==> config.mk <==
export PLATFORM = sky130hd
export DESIGN_NAME = color_map_interpolator_flat
export DESIGN_NICKNAME = d
export VERILOG_FILES = /design/src/hw/rtl/cmi_pkg.sv /design/src/hw/rtl/cmi_stream_if.sv /design/src/hw/rtl/cmi_ram.sv /design/src/hw/rtl/color_map_interpolator.sv /design/src/flat_wrapper.sv
export SDC_FILE = /design/constraint.sdc
export NUM_CORES = 2
export LEC_CHECK = 0
export BUFFER_PORTS_ARGS = -buffer_cell sky130_fd_sc_hd__buf_2
export CORE_UTILIZATION = 55
export CTS_CLUSTER_DIAMETER = 60
export CTS_CLUSTER_SIZE = 30
export DETAILED_ROUTE_END_ITERATION = 12
export PLACE_DENSITY_LB_ADDON = 0.15
export SYNTH_ARGS = -nofsm -noshare
export SYNTH_HDL_FRONTEND = slang
export SYNTH_SLANG_ARGS = --single-unit
==> constraint.sdc <==
create_clock -name clk -period 21.7 [get_ports clk]
set_clock_uncertainty 0.1 [all_clocks]
set_input_delay 1.085 -clock clk [delete_from_list [all_inputs] [get_ports clk]]
set_output_delay 1.085 -clock clk [all_outputs]
set_load 0.05 [all_outputs]
==> src/hw/rtl/cmi_pkg.sv <==
package cmi_pkg;

	localparam int MAX_NODES_DEF = 16;

	localparam int POS_W   = 16;
	localparam int CHAN_W  = 8;
	localparam int COLOR_W = 3 * CHAN_W;
	localparam int ENTRY_W = POS_W + COLOR_W;

	localparam int DIFF_W  = POS_W + 1;
	localparam int PROD_W  = 27;
	localparam int REM_W   = 27;
	localparam int QUO_W   = 9;
	localparam int DIV_STEPS = QUO_W;
	localparam int STEP_W  = $clog2(DIV_STEPS);

	localparam logic [1:0] ACT_CLEAR   = 2'd0;
	localparam logic [1:0] ACT_INSERT  = 2'd1;
	localparam logic [1:0] ACT_CONVERT = 2'd2;

	localparam logic [1:0] STAT_OK    = 2'd0;
	localparam logic [1:0] STAT_EMPTY = 2'd1;
	localparam logic [1:0] STAT_FULL  = 2'd2;

	localparam logic [1:0] CH_RED   = 2'd0;
	localparam logic [1:0] CH_GREEN = 2'd1;
	localparam logic [1:0] CH_BLUE  = 2'd2;

	typedef struct packed {
		logic [1:0]              action;
		logic signed [POS_W-1:0] data_value;
		logic [CHAN_W-1:0]       node_red;
		logic [CHAN_W-1:0]       node_green;
		logic [CHAN_W-1:0]       node_blue;
	} in_item_t;

	typedef struct packed {
		logic [CHAN_W-1:0] red;
		logic [CHAN_W-1:0] green;
		logic [CHAN_W-1:0] blue;
		logic [1:0]        status;
	} out_item_t;

	function automatic logic [CHAN_W-1:0] chan(input logic [COLOR_W-1:0] color,
		input logic [1:0] idx);
		logic [CHAN_W-1:0] c;
		case (idx)
			CH_RED:   c = color[3*CHAN_W-1:2*CHAN_W];
			CH_GREEN: c = color[2*CHAN_W-1:CHAN_W];
			default:  c = color[CHAN_W-1:0];
		endcase
		return c;
	endfunction

endpackage

==> src/hw/rtl/cmi_stream_if.sv <==
interface cmi_stream_if #(
	parameter type T = logic
);
	logic valid;
	logic ready;
	T     data;

	modport source (output valid, output data, input ready);
	modport sink (input valid, input data, output ready);
endinterface

==> src/hw/rtl/cmi_ram.sv <==
module cmi_ram #(
	parameter int WIDTH = 8,
	parameter int DEPTH = 16,
	localparam int AW = $clog2(DEPTH)
) (
	input  logic             clk,
	input  logic             we,
	input  logic [AW-1:0]    waddr,
	input  logic [WIDTH-1:0] wdata,
	input  logic [AW-1:0]    raddr,
	output logic [WIDTH-1:0] rdata
);

	logic [WIDTH-1:0] mem_q [DEPTH];

	always_ff @(posedge clk) begin
		if (we) begin
			mem_q[waddr] <= wdata;
		end
		rdata <= mem_q[raddr];
	end

endmodule

==> src/hw/rtl/color_map_interpolator.sv <==
// Piecewise linear color map. The block holds up to MAX_NODES nodes (signed 16-bit
// position plus 8-bit red, green, blue) sorted by position in a table RAM with separate
// read and write ports, and handles one item at a time: req is ready only while the
// block is idle, and a finished result waits in the rsp register while the next item
// may already be taken. Insert walks the table from the top, moving each node above the
// new one up one slot. Convert scans the nodes from the bottom; when the value falls
// between two nodes it interpolates each channel in turn through the shared multiplier
// and the 9-step restoring divider, which rounds to nearest with halves going up. A
// result that is not taken holds the block in its final state. A convert on an empty
// table reports status empty, an insert into a full table reports status full and
// leaves the table as it was.
module color_map_interpolator #(
	parameter int MAX_NODES = cmi_pkg::MAX_NODES_DEF
) (
	input logic clk,
	input logic arst_n,
	cmi_stream_if.sink   req,
	cmi_stream_if.source rsp
);

	localparam int AW = $clog2(MAX_NODES);
	localparam int CW = $clog2(MAX_NODES + 1);
	localparam int IW = AW + 1;

	typedef enum logic [9:0] {
		S_IDLE    = 10'b0000000001,
		S_INS_RD  = 10'b0000000010,
		S_INS_CMP = 10'b0000000100,
		S_CV_RD   = 10'b0000001000,
		S_CV_CMP  = 10'b0000010000,
		S_MUL     = 10'b0000100000,
		S_LOAD    = 10'b0001000000,
		S_DIV     = 10'b0010000000,
		S_WB      = 10'b0100000000,
		S_FIN     = 10'b1000000000
	} state_t;

	state_t                             state_q;
	logic [CW-1:0]                      count_q;
	logic [AW-1:0]                      j_q;
	logic [1:0]                         ch_q;
	logic [cmi_pkg::STEP_W-1:0]         k_q;
	logic                               out_valid_q;

	logic signed [cmi_pkg::POS_W-1:0]   x_q;
	logic [cmi_pkg::COLOR_W-1:0]        node_q;
	logic [cmi_pkg::ENTRY_W-1:0]        prev_q;
	logic [cmi_pkg::COLOR_W-1:0]        cur_col_q;
	logic [cmi_pkg::DIFF_W-1:0]         dx_q;
	logic [cmi_pkg::DIFF_W-1:0]         t_q;
	logic signed [cmi_pkg::PROD_W-1:0]  prod_q;
	logic [cmi_pkg::REM_W-1:0]          rem_q;
	logic [cmi_pkg::REM_W-1:0]          dsh_q;
	logic [cmi_pkg::QUO_W-1:0]          quo_q;
	cmi_pkg::out_item_t                 res_q;
	cmi_pkg::out_item_t                 out_q;

	logic                               ram_we;
	logic [AW-1:0]                      ram_raddr;
	logic [cmi_pkg::ENTRY_W-1:0]        ram_wdata;
	logic [cmi_pkg::ENTRY_W-1:0]        ram_rdata;

	logic signed [cmi_pkg::POS_W-1:0]   rd_pos;
	logic [cmi_pkg::COLOR_W-1:0]        rd_col;
	logic signed [cmi_pkg::POS_W-1:0]   prev_pos;
	logic [IW-1:0]                      j_inc;
	logic                               last_node;
	logic                               full;
	logic                               accept;
	logic                               out_load;
	logic signed [cmi_pkg::DIFF_W-1:0]  dx_c;
	logic signed [cmi_pkg::DIFF_W-1:0]  t_c;
	logic [cmi_pkg::CHAN_W-1:0]         c0;
	logic [cmi_pkg::CHAN_W-1:0]         c1;
	logic signed [cmi_pkg::CHAN_W:0]    d_c;
	logic signed [cmi_pkg::DIFF_W:0]    t_s;
	logic signed [cmi_pkg::PROD_W-1:0]  prod_c;
	logic [cmi_pkg::REM_W:0]            num_c;
	logic [cmi_pkg::REM_W:0]            trial;
	logic                               ge;
	logic signed [10:0]                 y_c;
	logic [cmi_pkg::CHAN_W-1:0]         y_sat;

	cmi_ram #(
		.WIDTH(cmi_pkg::ENTRY_W),
		.DEPTH(MAX_NODES)
	) u_table (
		.clk  (clk),
		.we   (ram_we),
		.waddr(j_q),
		.wdata(ram_wdata),
		.raddr(ram_raddr),
		.rdata(ram_rdata)
	);

	assign req.ready = (state_q == S_IDLE);
	assign rsp.valid = out_valid_q;
	assign rsp.data  = out_q;

	assign accept   = req.valid && req.ready;
	assign out_load = (state_q == S_FIN) && (!out_valid_q || rsp.ready);

	assign rd_pos    = $signed(ram_rdata[cmi_pkg::ENTRY_W-1:cmi_pkg::COLOR_W]);
	assign rd_col    = ram_rdata[cmi_pkg::COLOR_W-1:0];
	assign prev_pos  = $signed(prev_q[cmi_pkg::ENTRY_W-1:cmi_pkg::COLOR_W]);
	assign j_inc     = IW'(j_q) + IW'(1);
	assign last_node = (j_inc == IW'(count_q));
	assign full      = (count_q == CW'(MAX_NODES));

	assign ram_raddr = (state_q == S_INS_RD) ? (j_q - AW'(1)) : j_q;
	assign ram_we    = ((state_q == S_INS_RD) && (j_q == '0)) || (state_q == S_INS_CMP);
	assign ram_wdata = ((state_q == S_INS_CMP) && (rd_pos > x_q)) ? ram_rdata : {x_q, node_q};

	assign dx_c = {rd_pos[cmi_pkg::POS_W-1], rd_pos} - {prev_pos[cmi_pkg::POS_W-1], prev_pos};
	assign t_c  = {x_q[cmi_pkg::POS_W-1], x_q} - {prev_pos[cmi_pkg::POS_W-1], prev_pos};

	assign c0     = cmi_pkg::chan(prev_q[cmi_pkg::COLOR_W-1:0], ch_q);
	assign c1     = cmi_pkg::chan(cur_col_q, ch_q);
	assign d_c    = $signed({1'b0, c1}) - $signed({1'b0, c0});
	assign t_s    = $signed({1'b0, t_q});
	assign prod_c = d_c * t_s;

	// offset by 512*dx so the dividend stays positive; undone in writeback
	assign num_c = {prod_q, 1'b0} + ({11'b0, dx_q} << 9) + {11'b0, dx_q};

	assign trial = {1'b0, rem_q} - {1'b0, dsh_q};
	assign ge    = !trial[cmi_pkg::REM_W];

	assign y_c = $signed({3'b0, c0}) + $signed({2'b0, quo_q}) - 11'sd256;

	always_comb begin
		if (y_c < 0) begin
			y_sat = '0;
		end else if (y_c > 11'sd255) begin
			y_sat = '1;
		end else begin
			y_sat = y_c[cmi_pkg::CHAN_W-1:0];
		end
	end

	always_ff @(posedge clk or negedge arst_n) begin
		if (!arst_n) begin
			state_q     <= S_IDLE;
			count_q     <= '0;
			j_q         <= '0;
			ch_q        <= '0;
			k_q         <= '0;
			out_valid_q <= 1'b0;
		end else begin
			if (out_load) begin
				out_valid_q <= 1'b1;
			end else if (rsp.ready) begin
				out_valid_q <= 1'b0;
			end
			case (state_q)
				S_IDLE: begin
					if (accept) begin
						case (req.data.action)
							cmi_pkg::ACT_CLEAR: begin
								count_q <= '0;
								state_q <= S_FIN;
							end
							cmi_pkg::ACT_INSERT: begin
								if (full) begin
									state_q <= S_FIN;
								end else begin
									j_q     <= count_q[AW-1:0];
									state_q <= S_INS_RD;
								end
							end
							cmi_pkg::ACT_CONVERT: begin
								j_q     <= '0;
								state_q <= (count_q == '0) ? S_FIN : S_CV_RD;
							end
							default: state_q <= S_FIN;
						endcase
					end
				end
				S_INS_RD: begin
					if (j_q == '0) begin
						count_q <= count_q + CW'(1);
						state_q <= S_FIN;
					end else begin
						state_q <= S_INS_CMP;
					end
				end
				S_INS_CMP: begin
					if (rd_pos > x_q) begin
						j_q     <= j_q - AW'(1);
						state_q <= S_INS_RD;
					end else begin
						count_q <= count_q + CW'(1);
						state_q <= S_FIN;
					end
				end
				S_CV_RD: state_q <= S_CV_CMP;
				S_CV_CMP: begin
					if ((j_q == '0) && (x_q < rd_pos)) begin
						state_q <= S_FIN;
					end else if ((j_q != '0) && (rd_pos > x_q)) begin
						ch_q    <= cmi_pkg::CH_RED;
						state_q <= S_MUL;
					end else if (last_node) begin
						state_q <= S_FIN;
					end else begin
						j_q     <= j_q + AW'(1);
						state_q <= S_CV_RD;
					end
				end
				S_MUL: state_q <= S_LOAD;
				S_LOAD: begin
					k_q     <= '0;
					state_q <= S_DIV;
				end
				S_DIV: begin
					k_q <= k_q + cmi_pkg::STEP_W'(1);
					if (k_q == cmi_pkg::STEP_W'(cmi_pkg::DIV_STEPS - 1)) begin
						state_q <= S_WB;
					end
				end
				S_WB: begin
					if (ch_q == cmi_pkg::CH_BLUE) begin
						state_q <= S_FIN;
					end else begin
						ch_q    <= ch_q + 2'd1;
						state_q <= S_MUL;
					end
				end
				S_FIN: begin
					if (out_load) begin
						state_q <= S_IDLE;
					end
				end
				default: state_q <= S_IDLE;
			endcase
		end
	end

	always_ff @(posedge clk) begin
		case (state_q)
			S_IDLE: begin
				if (accept) begin
					x_q         <= req.data.data_value;
					node_q      <= {req.data.node_red, req.data.node_green, req.data.node_blue};
					res_q.red   <= '0;
					res_q.green <= '0;
					res_q.blue  <= '0;
					if ((req.data.action == cmi_pkg::ACT_INSERT) && full) begin
						res_q.status <= cmi_pkg::STAT_FULL;
					end else if ((req.data.action == cmi_pkg::ACT_CONVERT) && (count_q == '0)) begin
						res_q.status <= cmi_pkg::STAT_EMPTY;
					end else begin
						res_q.status <= cmi_pkg::STAT_OK;
					end
				end
			end
			S_CV_CMP: begin
				if ((j_q == '0) && (x_q < rd_pos)) begin
					{res_q.red, res_q.green, res_q.blue} <= rd_col;
				end else if ((j_q != '0) && (rd_pos > x_q)) begin
					dx_q      <= dx_c;
					t_q       <= t_c;
					cur_col_q <= rd_col;
				end else begin
					prev_q <= ram_rdata;
					if (last_node) begin
						{res_q.red, res_q.green, res_q.blue} <= rd_col;
					end
				end
			end
			S_MUL: prod_q <= prod_c;
			S_LOAD: begin
				rem_q <= num_c[cmi_pkg::REM_W-1:0];
				dsh_q <= {1'b0, dx_q, 9'b0};
				quo_q <= '0;
			end
			S_DIV: begin
				if (ge) begin
					rem_q <= trial[cmi_pkg::REM_W-1:0];
				end
				quo_q <= {quo_q[cmi_pkg::QUO_W-2:0], ge};
				dsh_q <= dsh_q >> 1;
			end
			S_WB: begin
				case (ch_q)
					cmi_pkg::CH_RED:   res_q.red   <= y_sat;
					cmi_pkg::CH_GREEN: res_q.green <= y_sat;
					default:           res_q.blue  <= y_sat;
				endcase
			end
			S_FIN: begin
				if (out_load) begin
					out_q <= res_q;
				end
			end
			default: ;
		endcase
	end

`ifndef SYNTHESIS
	a_count_range: assert property (@(posedge clk) disable iff (!arst_n)
		count_q <= CW'(MAX_NODES))
		else $error("node count beyond table size");

	a_busy_after_accept: assert property (@(posedge clk) disable iff (!arst_n)
		req.valid && req.ready |=> !req.ready)
		else $error("ready held after an item was taken");

	a_empty_black: assert property (@(posedge clk) disable iff (!arst_n)
		rsp.valid && (rsp.data.status == cmi_pkg::STAT_EMPTY)
		|-> (rsp.data.red == '0) && (rsp.data.green == '0) && (rsp.data.blue == '0))
		else $error("empty table result carries a color");
`endif

endmodule

==> src/flat_wrapper.sv <==
// flat-port wrapper written by rule: the top's interface ports become plain ports
module color_map_interpolator_flat import cmi_pkg::*;
#(
	parameter int MAX_NODES = cmi_pkg::MAX_NODES_DEF
)
  (clk, arst_n, req_valid, req_data, req_ready, rsp_valid, rsp_data, rsp_ready);
  cmi_stream_if #(.T(in_item_t)) req_i ();
  cmi_stream_if #(.T(out_item_t)) rsp_i ();
  input logic clk;
  input logic arst_n;
  input wire logic [$bits(req_i.valid)-1:0] req_valid;
  input wire logic [$bits(req_i.data)-1:0] req_data;
  output wire logic [$bits(req_i.ready)-1:0] req_ready;
  output wire logic [$bits(rsp_i.valid)-1:0] rsp_valid;
  output wire logic [$bits(rsp_i.data)-1:0] rsp_data;
  input wire logic [$bits(rsp_i.ready)-1:0] rsp_ready;
  assign req_i.valid = req_valid;
  assign req_i.data = req_data;
  assign req_ready = req_i.ready;
  assign rsp_valid = rsp_i.valid;
  assign rsp_data = rsp_i.data;
  assign rsp_i.ready = rsp_ready;
  color_map_interpolator #(.MAX_NODES(MAX_NODES)) u_core (.clk(clk), .arst_n(arst_n), .req(req_i), .rsp(rsp_i));
endmodule
# Word-level counts from Yosys, hierarchy flattened
# Memory sizes are Yosys's and may differ from the RTL's. A register that Yosys moved wholly into a read port is not among the register bits.
# Index checks and enable logic that the tools add are counted.
# W data, S select, Z words.
# word_totals
ff_bits,305
mem_bits_rw,640
inputBits,46
out_inout_bits,28
elab_cells,174
n_memories,1
# mem_list
name,words,width,read_ports,rd_clocked_by_memory_dff,wr,line,source
u_core.u_table.mem_q,16,40,1,1,1,cmi_ram.sv:14,logic [WIDTH-1:0] mem_q [DEPTH];
# classes
n_addsub,14
multipliers,1
order_cmp,4
eq_ne,37
n_mux,55
bitwise_logic,2
n_reduce_logical,36
# op_table
op,count
$mux W10,11
$pmux W27 S2,2
$pmux W10 S10,1
$mux W24,3
$pmux W24 S3,1
$mux W40,1
$mux W8,5
$sub A16 B16 Y17,2
$pmux W8 S2,2
$mux W4,7
$sub A27 B27 Y28,1
$add A27 B17 Y27,1
$add A27 B26 Y27,1
$mux W27,1
$mul A9 B18 Y26,1
$mux W26,1
$ne A2 B2 Y1 const B,12
$mux W5,4
$pmux W10 S2,1
$reduce_and A5 Y1,4
$pmux W9 S2,1
$gt A16 B16 Y1,1
$lt A16 B16 Y1,1
$pmux W4 S2,2
49 further kinds,82

# Depth between registers and ports, before layout
# depth
ltp_word,9
mapped_depth,37
depth_no_buf,34

# Cells and area by module
# A second synthesis with hierarchy kept.
# hier_totals
hier_cells,3116
hier_area_um2,47340.4
# modules_own_cells
mod,n_inst,cells_each,area_each_um2,seq_area_each_um2
cmi_ram,1,1040,25131.6,20019.2
color_map_interpolator,1,2076,22208.8,8999.9

# Worst setup path after synthesis
# OpenSTA, ideal clock, no wires.
# synth_path
kind,flip-flop to flip-flop
start,reg u_core.ch_q[0]
end,reg u_core.prod_q[24] in the netlist's numbering (data pin)
arrival_time_ns,7.704
required_time_ns,21.342
slack_ns,13.639
path_stages_with_launch,35
n_path_buf,4
synth_period_minus_slack_ns,8.061
cell_sequence,dfrtp_1 inv_1 ha_1 buf_2 nor2_1 clkbuf_1 nand2_1 nand2_1 ha_1 inv_1 fa_1 o21ai_1 a21boi_0 or4_1 a31o_2 a21o_1 clkbuf_1 clkbuf_1 nor2_1 fa_1 fa_1 fa_1 inv_1 fa_1 inv_1 ha_1 ha_1 a21o_1 a21oi_1 a31oi_1 o2111ai_1 nand4_1 a31o_2 a21oi_1 xnor2_1
# synth_via
elab_chain_len,4
word_cells_on_any_way,6
cone_classes,add/sub: 1; mul: 1; eq/ne: 1; mux: 2; reduce/logical: 1
# synth_rtl
element,line,source
from (decl),color_map_interpolator.sv:41,logic [1:0] ch_q;
from (signal assigned),color_map_interpolator.sv:201,ch_q <= cmi_pkg::CH_RED;
from (signal assigned),color_map_interpolator.sv:225,ch_q <= ch_q + 2'd1;
$eq A2 B1 Y1 / $logic_not A2 Y1 (equally long branches),cmi_pkg.sv:47,case (idx)
$pmux W8 S2,cmi_pkg.sv:47,
$sub A8 B8 Y9 *,color_map_interpolator.sv:119,"assign d_c = $signed({1'b0, c1}) - $signed({1'b0, c0});"
$mul A9 B18 Y26 *,color_map_interpolator.sv:121,assign prod_c = d_c * t_s;
via u_core.prod_c (one bit),color_map_interpolator.sv:77,logic signed [cmi_pkg::PROD_W-1:0] prod_c;
to (signal assigned),color_map_interpolator.sv:271,S_MUL: prod_q <= prod_c;
to (decl),color_map_interpolator.sv:51,logic signed [cmi_pkg::PROD_W-1:0] prod_q;
# Mark *: on every way through the listed nets, which the timed path passes. The rest lies on a longest branch.
# A chain may end at the register's enable or synchronous reset.

# Worst setup path after layout
# Same ends and word-level chain as after synthesis.

==> metrics.md <==
| Metric | Value |
|---|---|
| Status | `finished clean` |
| Reg2reg end | `u_core.prod_q[24]` |
| Core region area | `0.0854 mm²` |
| Hold Buf Count CTS | `0` |
| Final slew viol count | `0` |
| FP Rows | `107` |
| Min-Delay Startpoint | `u_core.res_q[0]` |
| Vias in the first global route | `27200` |
| Syn nets | `3559` |
| Routability Congestion | `0.896` |
| Vias | `26700` |
| DRC errors left | `0` |
| Setup crit start kind | `flip-flop` |
| Ys flop type | `edfxtp_1` |
| Port Buf Inserts | `73` |
| Setup repair bufs after CTS | `0` |
| Initial antenna violation count | `2` |
| HPWL reported at the end of detailed placement | `66300 µm` |
| Clock Sinks | `984` |
| Hold path cells | `0` |
| CP max FO | `19` |
| Synth area leader | `edfxtp_1` |
| Worst Hold End | `u_core.rsp.data[0]` |
| Fillers | `roughly 6500` |
| Per-cell routed wire length | `23.8 µm` |
| Final WL | `106000 µm` |
| CTS clk-pin slew, worst paths | `90 ps` |
| Post-synth top area share | `0.580` |
| Vias per cell | `5.97` |
| Sequential area share after synthesis | `0.611` |
| Max transition margin | `0.109` |
| Least-Margin Pin Slew | `1340 ps` |
| Final worst-path cycle share | `0.433` |
| Critical path class | `flip-flop to flip-flop` |
| Crit path DAT | `about 9600 ps` |
| R2R cell count | `32` |
| Die Y | `296 µm` |
| RSZ-0062 raised after global routing | `false` |
| Grt ovf | `0` |
| Clk root buf | `clkbuf_16` |
| Clock latency on the worst-skew pair | `660 ps` |
| Crit path top cell by count | `fa_1` |
| CTS tree | `yes` |
| Maxcap violations | `0` |
| Setup crit end kind | `flip-flop` |
| Synth async-reset ratio | `0.0264` |
| Post-synthesis cell count | `3182` |
| Power Density | `105 mW/mm²` |
| P_leak | `19.1 nW` |
| Final #Nets | `3636` |
| Design area | `0.0520 mm²` |
| Top cells by count, synth | `edfxtp_1 (918), ha_1 (211), inv_1 (207), nand2_1 (177), mux2i_1 (164)` |
| CTS Buf Count | `between 70 and 80` |
| Final setup viols | `0` |
| Post-DRT Antenna Nets | `0` |
| Fmax | `0.106 GHz` |
| Critical Path RT | `approximately 22000 ps` |
| Post-Syn Area | `0.0475 mm²` |
| Setup TNS | `0 ps` |
| H-Tree Depth | `3` |
| Longest Clk Path Bufs | `3` |
| Starting DRT DRC Count | `1990` |
| Post-synthesis register bit count | `984` |
| Util after Layout | `0.608` |
| Total Routing Usage GR | `0.248` |
| Library cells used by synthesis | `79` |
| Synth warn | `0` |
| CP max stage cell | `nor2_1` |
| Worst min path class | `flip-flop to flip-flop` |
| Area delta synth->final | `9.37%` |
| I/O pin cnt | `74` |
| Die extent in x | `296 µm` |
| Number of enable flip-flop cells after synthesis | `between 900 and 1000` |
| Die Area | `0.0876 mm²` |
| Max IR drop VDD | `0.0955 mV` |
| Main area contributors after synthesis | `edfxtp_1 (58%), mux4_2 (5.7%), ha_1 (5.6%)` |
| Min cycle time layout | `between 9000 and 10000 ps` |
| Slowest cell delay on critical path | `850 ps` |
| Worst reg2reg setup slack | `approximately 12000 ps` |
| Starting Density | `0.556` |
| Top-count cell post-synth | `edfxtp_1` |
| Syn Area/Cell | `14.9 µm²` |
| Reg2Reg Launch Point | `u_core.ch_q[0]` |
| Pin count of the biggest net entering global routing | `175` |
| CTS resizes | `0` |
| Cell Area, Placed | `0.0492 mm²` |
| First-pass GRT wire length | `162000 µm` |
| First-pass detailed-route iteration total | `5` |
| Count of final hold-check violations | `0` |
| Fraction of layout cells with a size suffix above 1 | `0.138` |
==> state kept, by name, indices dropped and copies added, names as in the netlist <==
signal,cells
u_core.x_q,16
u_core.t_q,17
u_core.rem_q,27
u_core.dsh_q,26
u_core.cur_col_q,24
u_core.ch_q,2
u_core.count_q,5
u_core.k_q,4
u_core.res_q,26
u_core.dx_q,17
u_core.prod_q,26
u_core.state_q,10
u_core.node_q,24
u_core.prev_q,40
u_core.u_table.mem_q,640
u_core.quo_q,9
u_core.rsp.data,26
u_core.rsp.valid,1
u_core.u_table.rdata,40
u_core.j_q,4
==> metrics by stage <==
step | power [mW] | std cells | setup WS, ps | hold WS [ps]
after floorplan | 3.58 | 3182 | 13640 | 300
after global placement | 3.95 | 4328 | 12600 | 305
after detailed placement | 3.99 | 4328 | 12430 | 305
after CTS | 5.48 | 4463 | 12320 | 307
after global routing | 5.70 | 4463 | 11780 | 331
final | 5.44 | 4467 | 12310 | 314
==> power by group <==
| part | internal (mW) | total (mW) | switching [mW] |
|---|---|---|---|
| combinational | 0.648 | 1.48 | 0.831 |
| clock | 0.742 | 1.50 | 0.754 |
| sequential | 2.32 | 2.47 | 0.151 |
| total | 3.71 | 5.44 | 1.74 |
==> cells in the final DEF (no fill, tap or decap), types with 8 or more instances in the layout <==
cell type / instances
a211oi_1: 52
a21o_1: 61
a21oi_1: 117
a22o_1: 10
a31oi_1: 8
and2_1: 80
and3_1: 18
buf_2: 73
buf_4: 41
clkbuf_16: 74
clkinv_2: 8
clkinv_8: 8
dfrtp_1: 25
dfxtp_1: 40
edfxtp_1: 918
fa_1: 120
ha_1: 211
inv_1: 207
mux2_2: 40
mux2i_1: 164
mux4_2: 120
nand2_1: 177
nand2b_1: 28
nand3_1: 30
nand4_1: 10
nor2_1: 125
nor2_4: 13
nor2b_1: 60
nor3_1: 35
nor4_1: 10
o211ai_1: 15
o21a_1: 31
o21ai_0: 93
o21bai_1: 9
o31ai_1: 8
or3_1: 13
xnor2_1: 73
xor2_1: 30
==> cell families (layout without fill, tap and decap cells) <==
kind of cell,count (synthesis),in the layout,share of synthesized area
DFF,984,984,0.611
and+or+nand+nor,643,643,0.0680
AOI/OAI and AO/OA,471,471,0.0646
adders and majority gates,332,332,0.106
muxes,324,324,0.101
buffers and inverters,321,458,0.0296
xor gates and xnor gates,107,107,0.0199
other,0,4,0
==> layer usage <==
layer | wire length, µm | vias up | global-route usage
li1 | - | 12100 | -
met1 | 44900 | 13800 | 0.335
met2 | 53300 | 661 | 0.423
met3 | 4960 | 186 | 0.0313
met4 | 3060 | 0 | 0.0727
met5 | 0 | - | 0
==> critical path, delay by kind of cell, from the launching register on <==
kind            cells  cell delay (ps)
flops               1              410
xor+xnor            1               80
fa+ha+maj           9             3800
compound gates     11             2250
simple gates        6             2180
buf+inv             5              300
==> how the worst max path moves through the flow <==
stage / start / end / slack, ps
floorplan: u_core.ch_q[0] / u_core.prod_q[24] / 13640
global placement: u_core.ch_q[0] / u_core.prod_q[24] / 12600
detailed placement: u_core.ch_q[0] / u_core.prod_q[24] / 12430
CTS: u_core.ch_q[0] / u_core.prod_q[24] / 12320
global route: u_core.ch_q[0] / u_core.prod_q[24] / 11780
finish: u_core.ch_q[0] / u_core.prod_q[24] / 12310
==> area by class of cell <==
type                    instances  area [µm²]  area share
inverters                     207         777      0.0150
repair buffers                116         713      0.0137
diodes                          4        10.0    0.000193
well taps                    1144        1430      0.0275
multi-input cells            1877       17300       0.333
flip-flops and latches        984       29000       0.558
clock inverters                54         818      0.0157
clock buffers                  81        1910      0.0367
No activity file was read; power rests on OpenSTA's default activity.
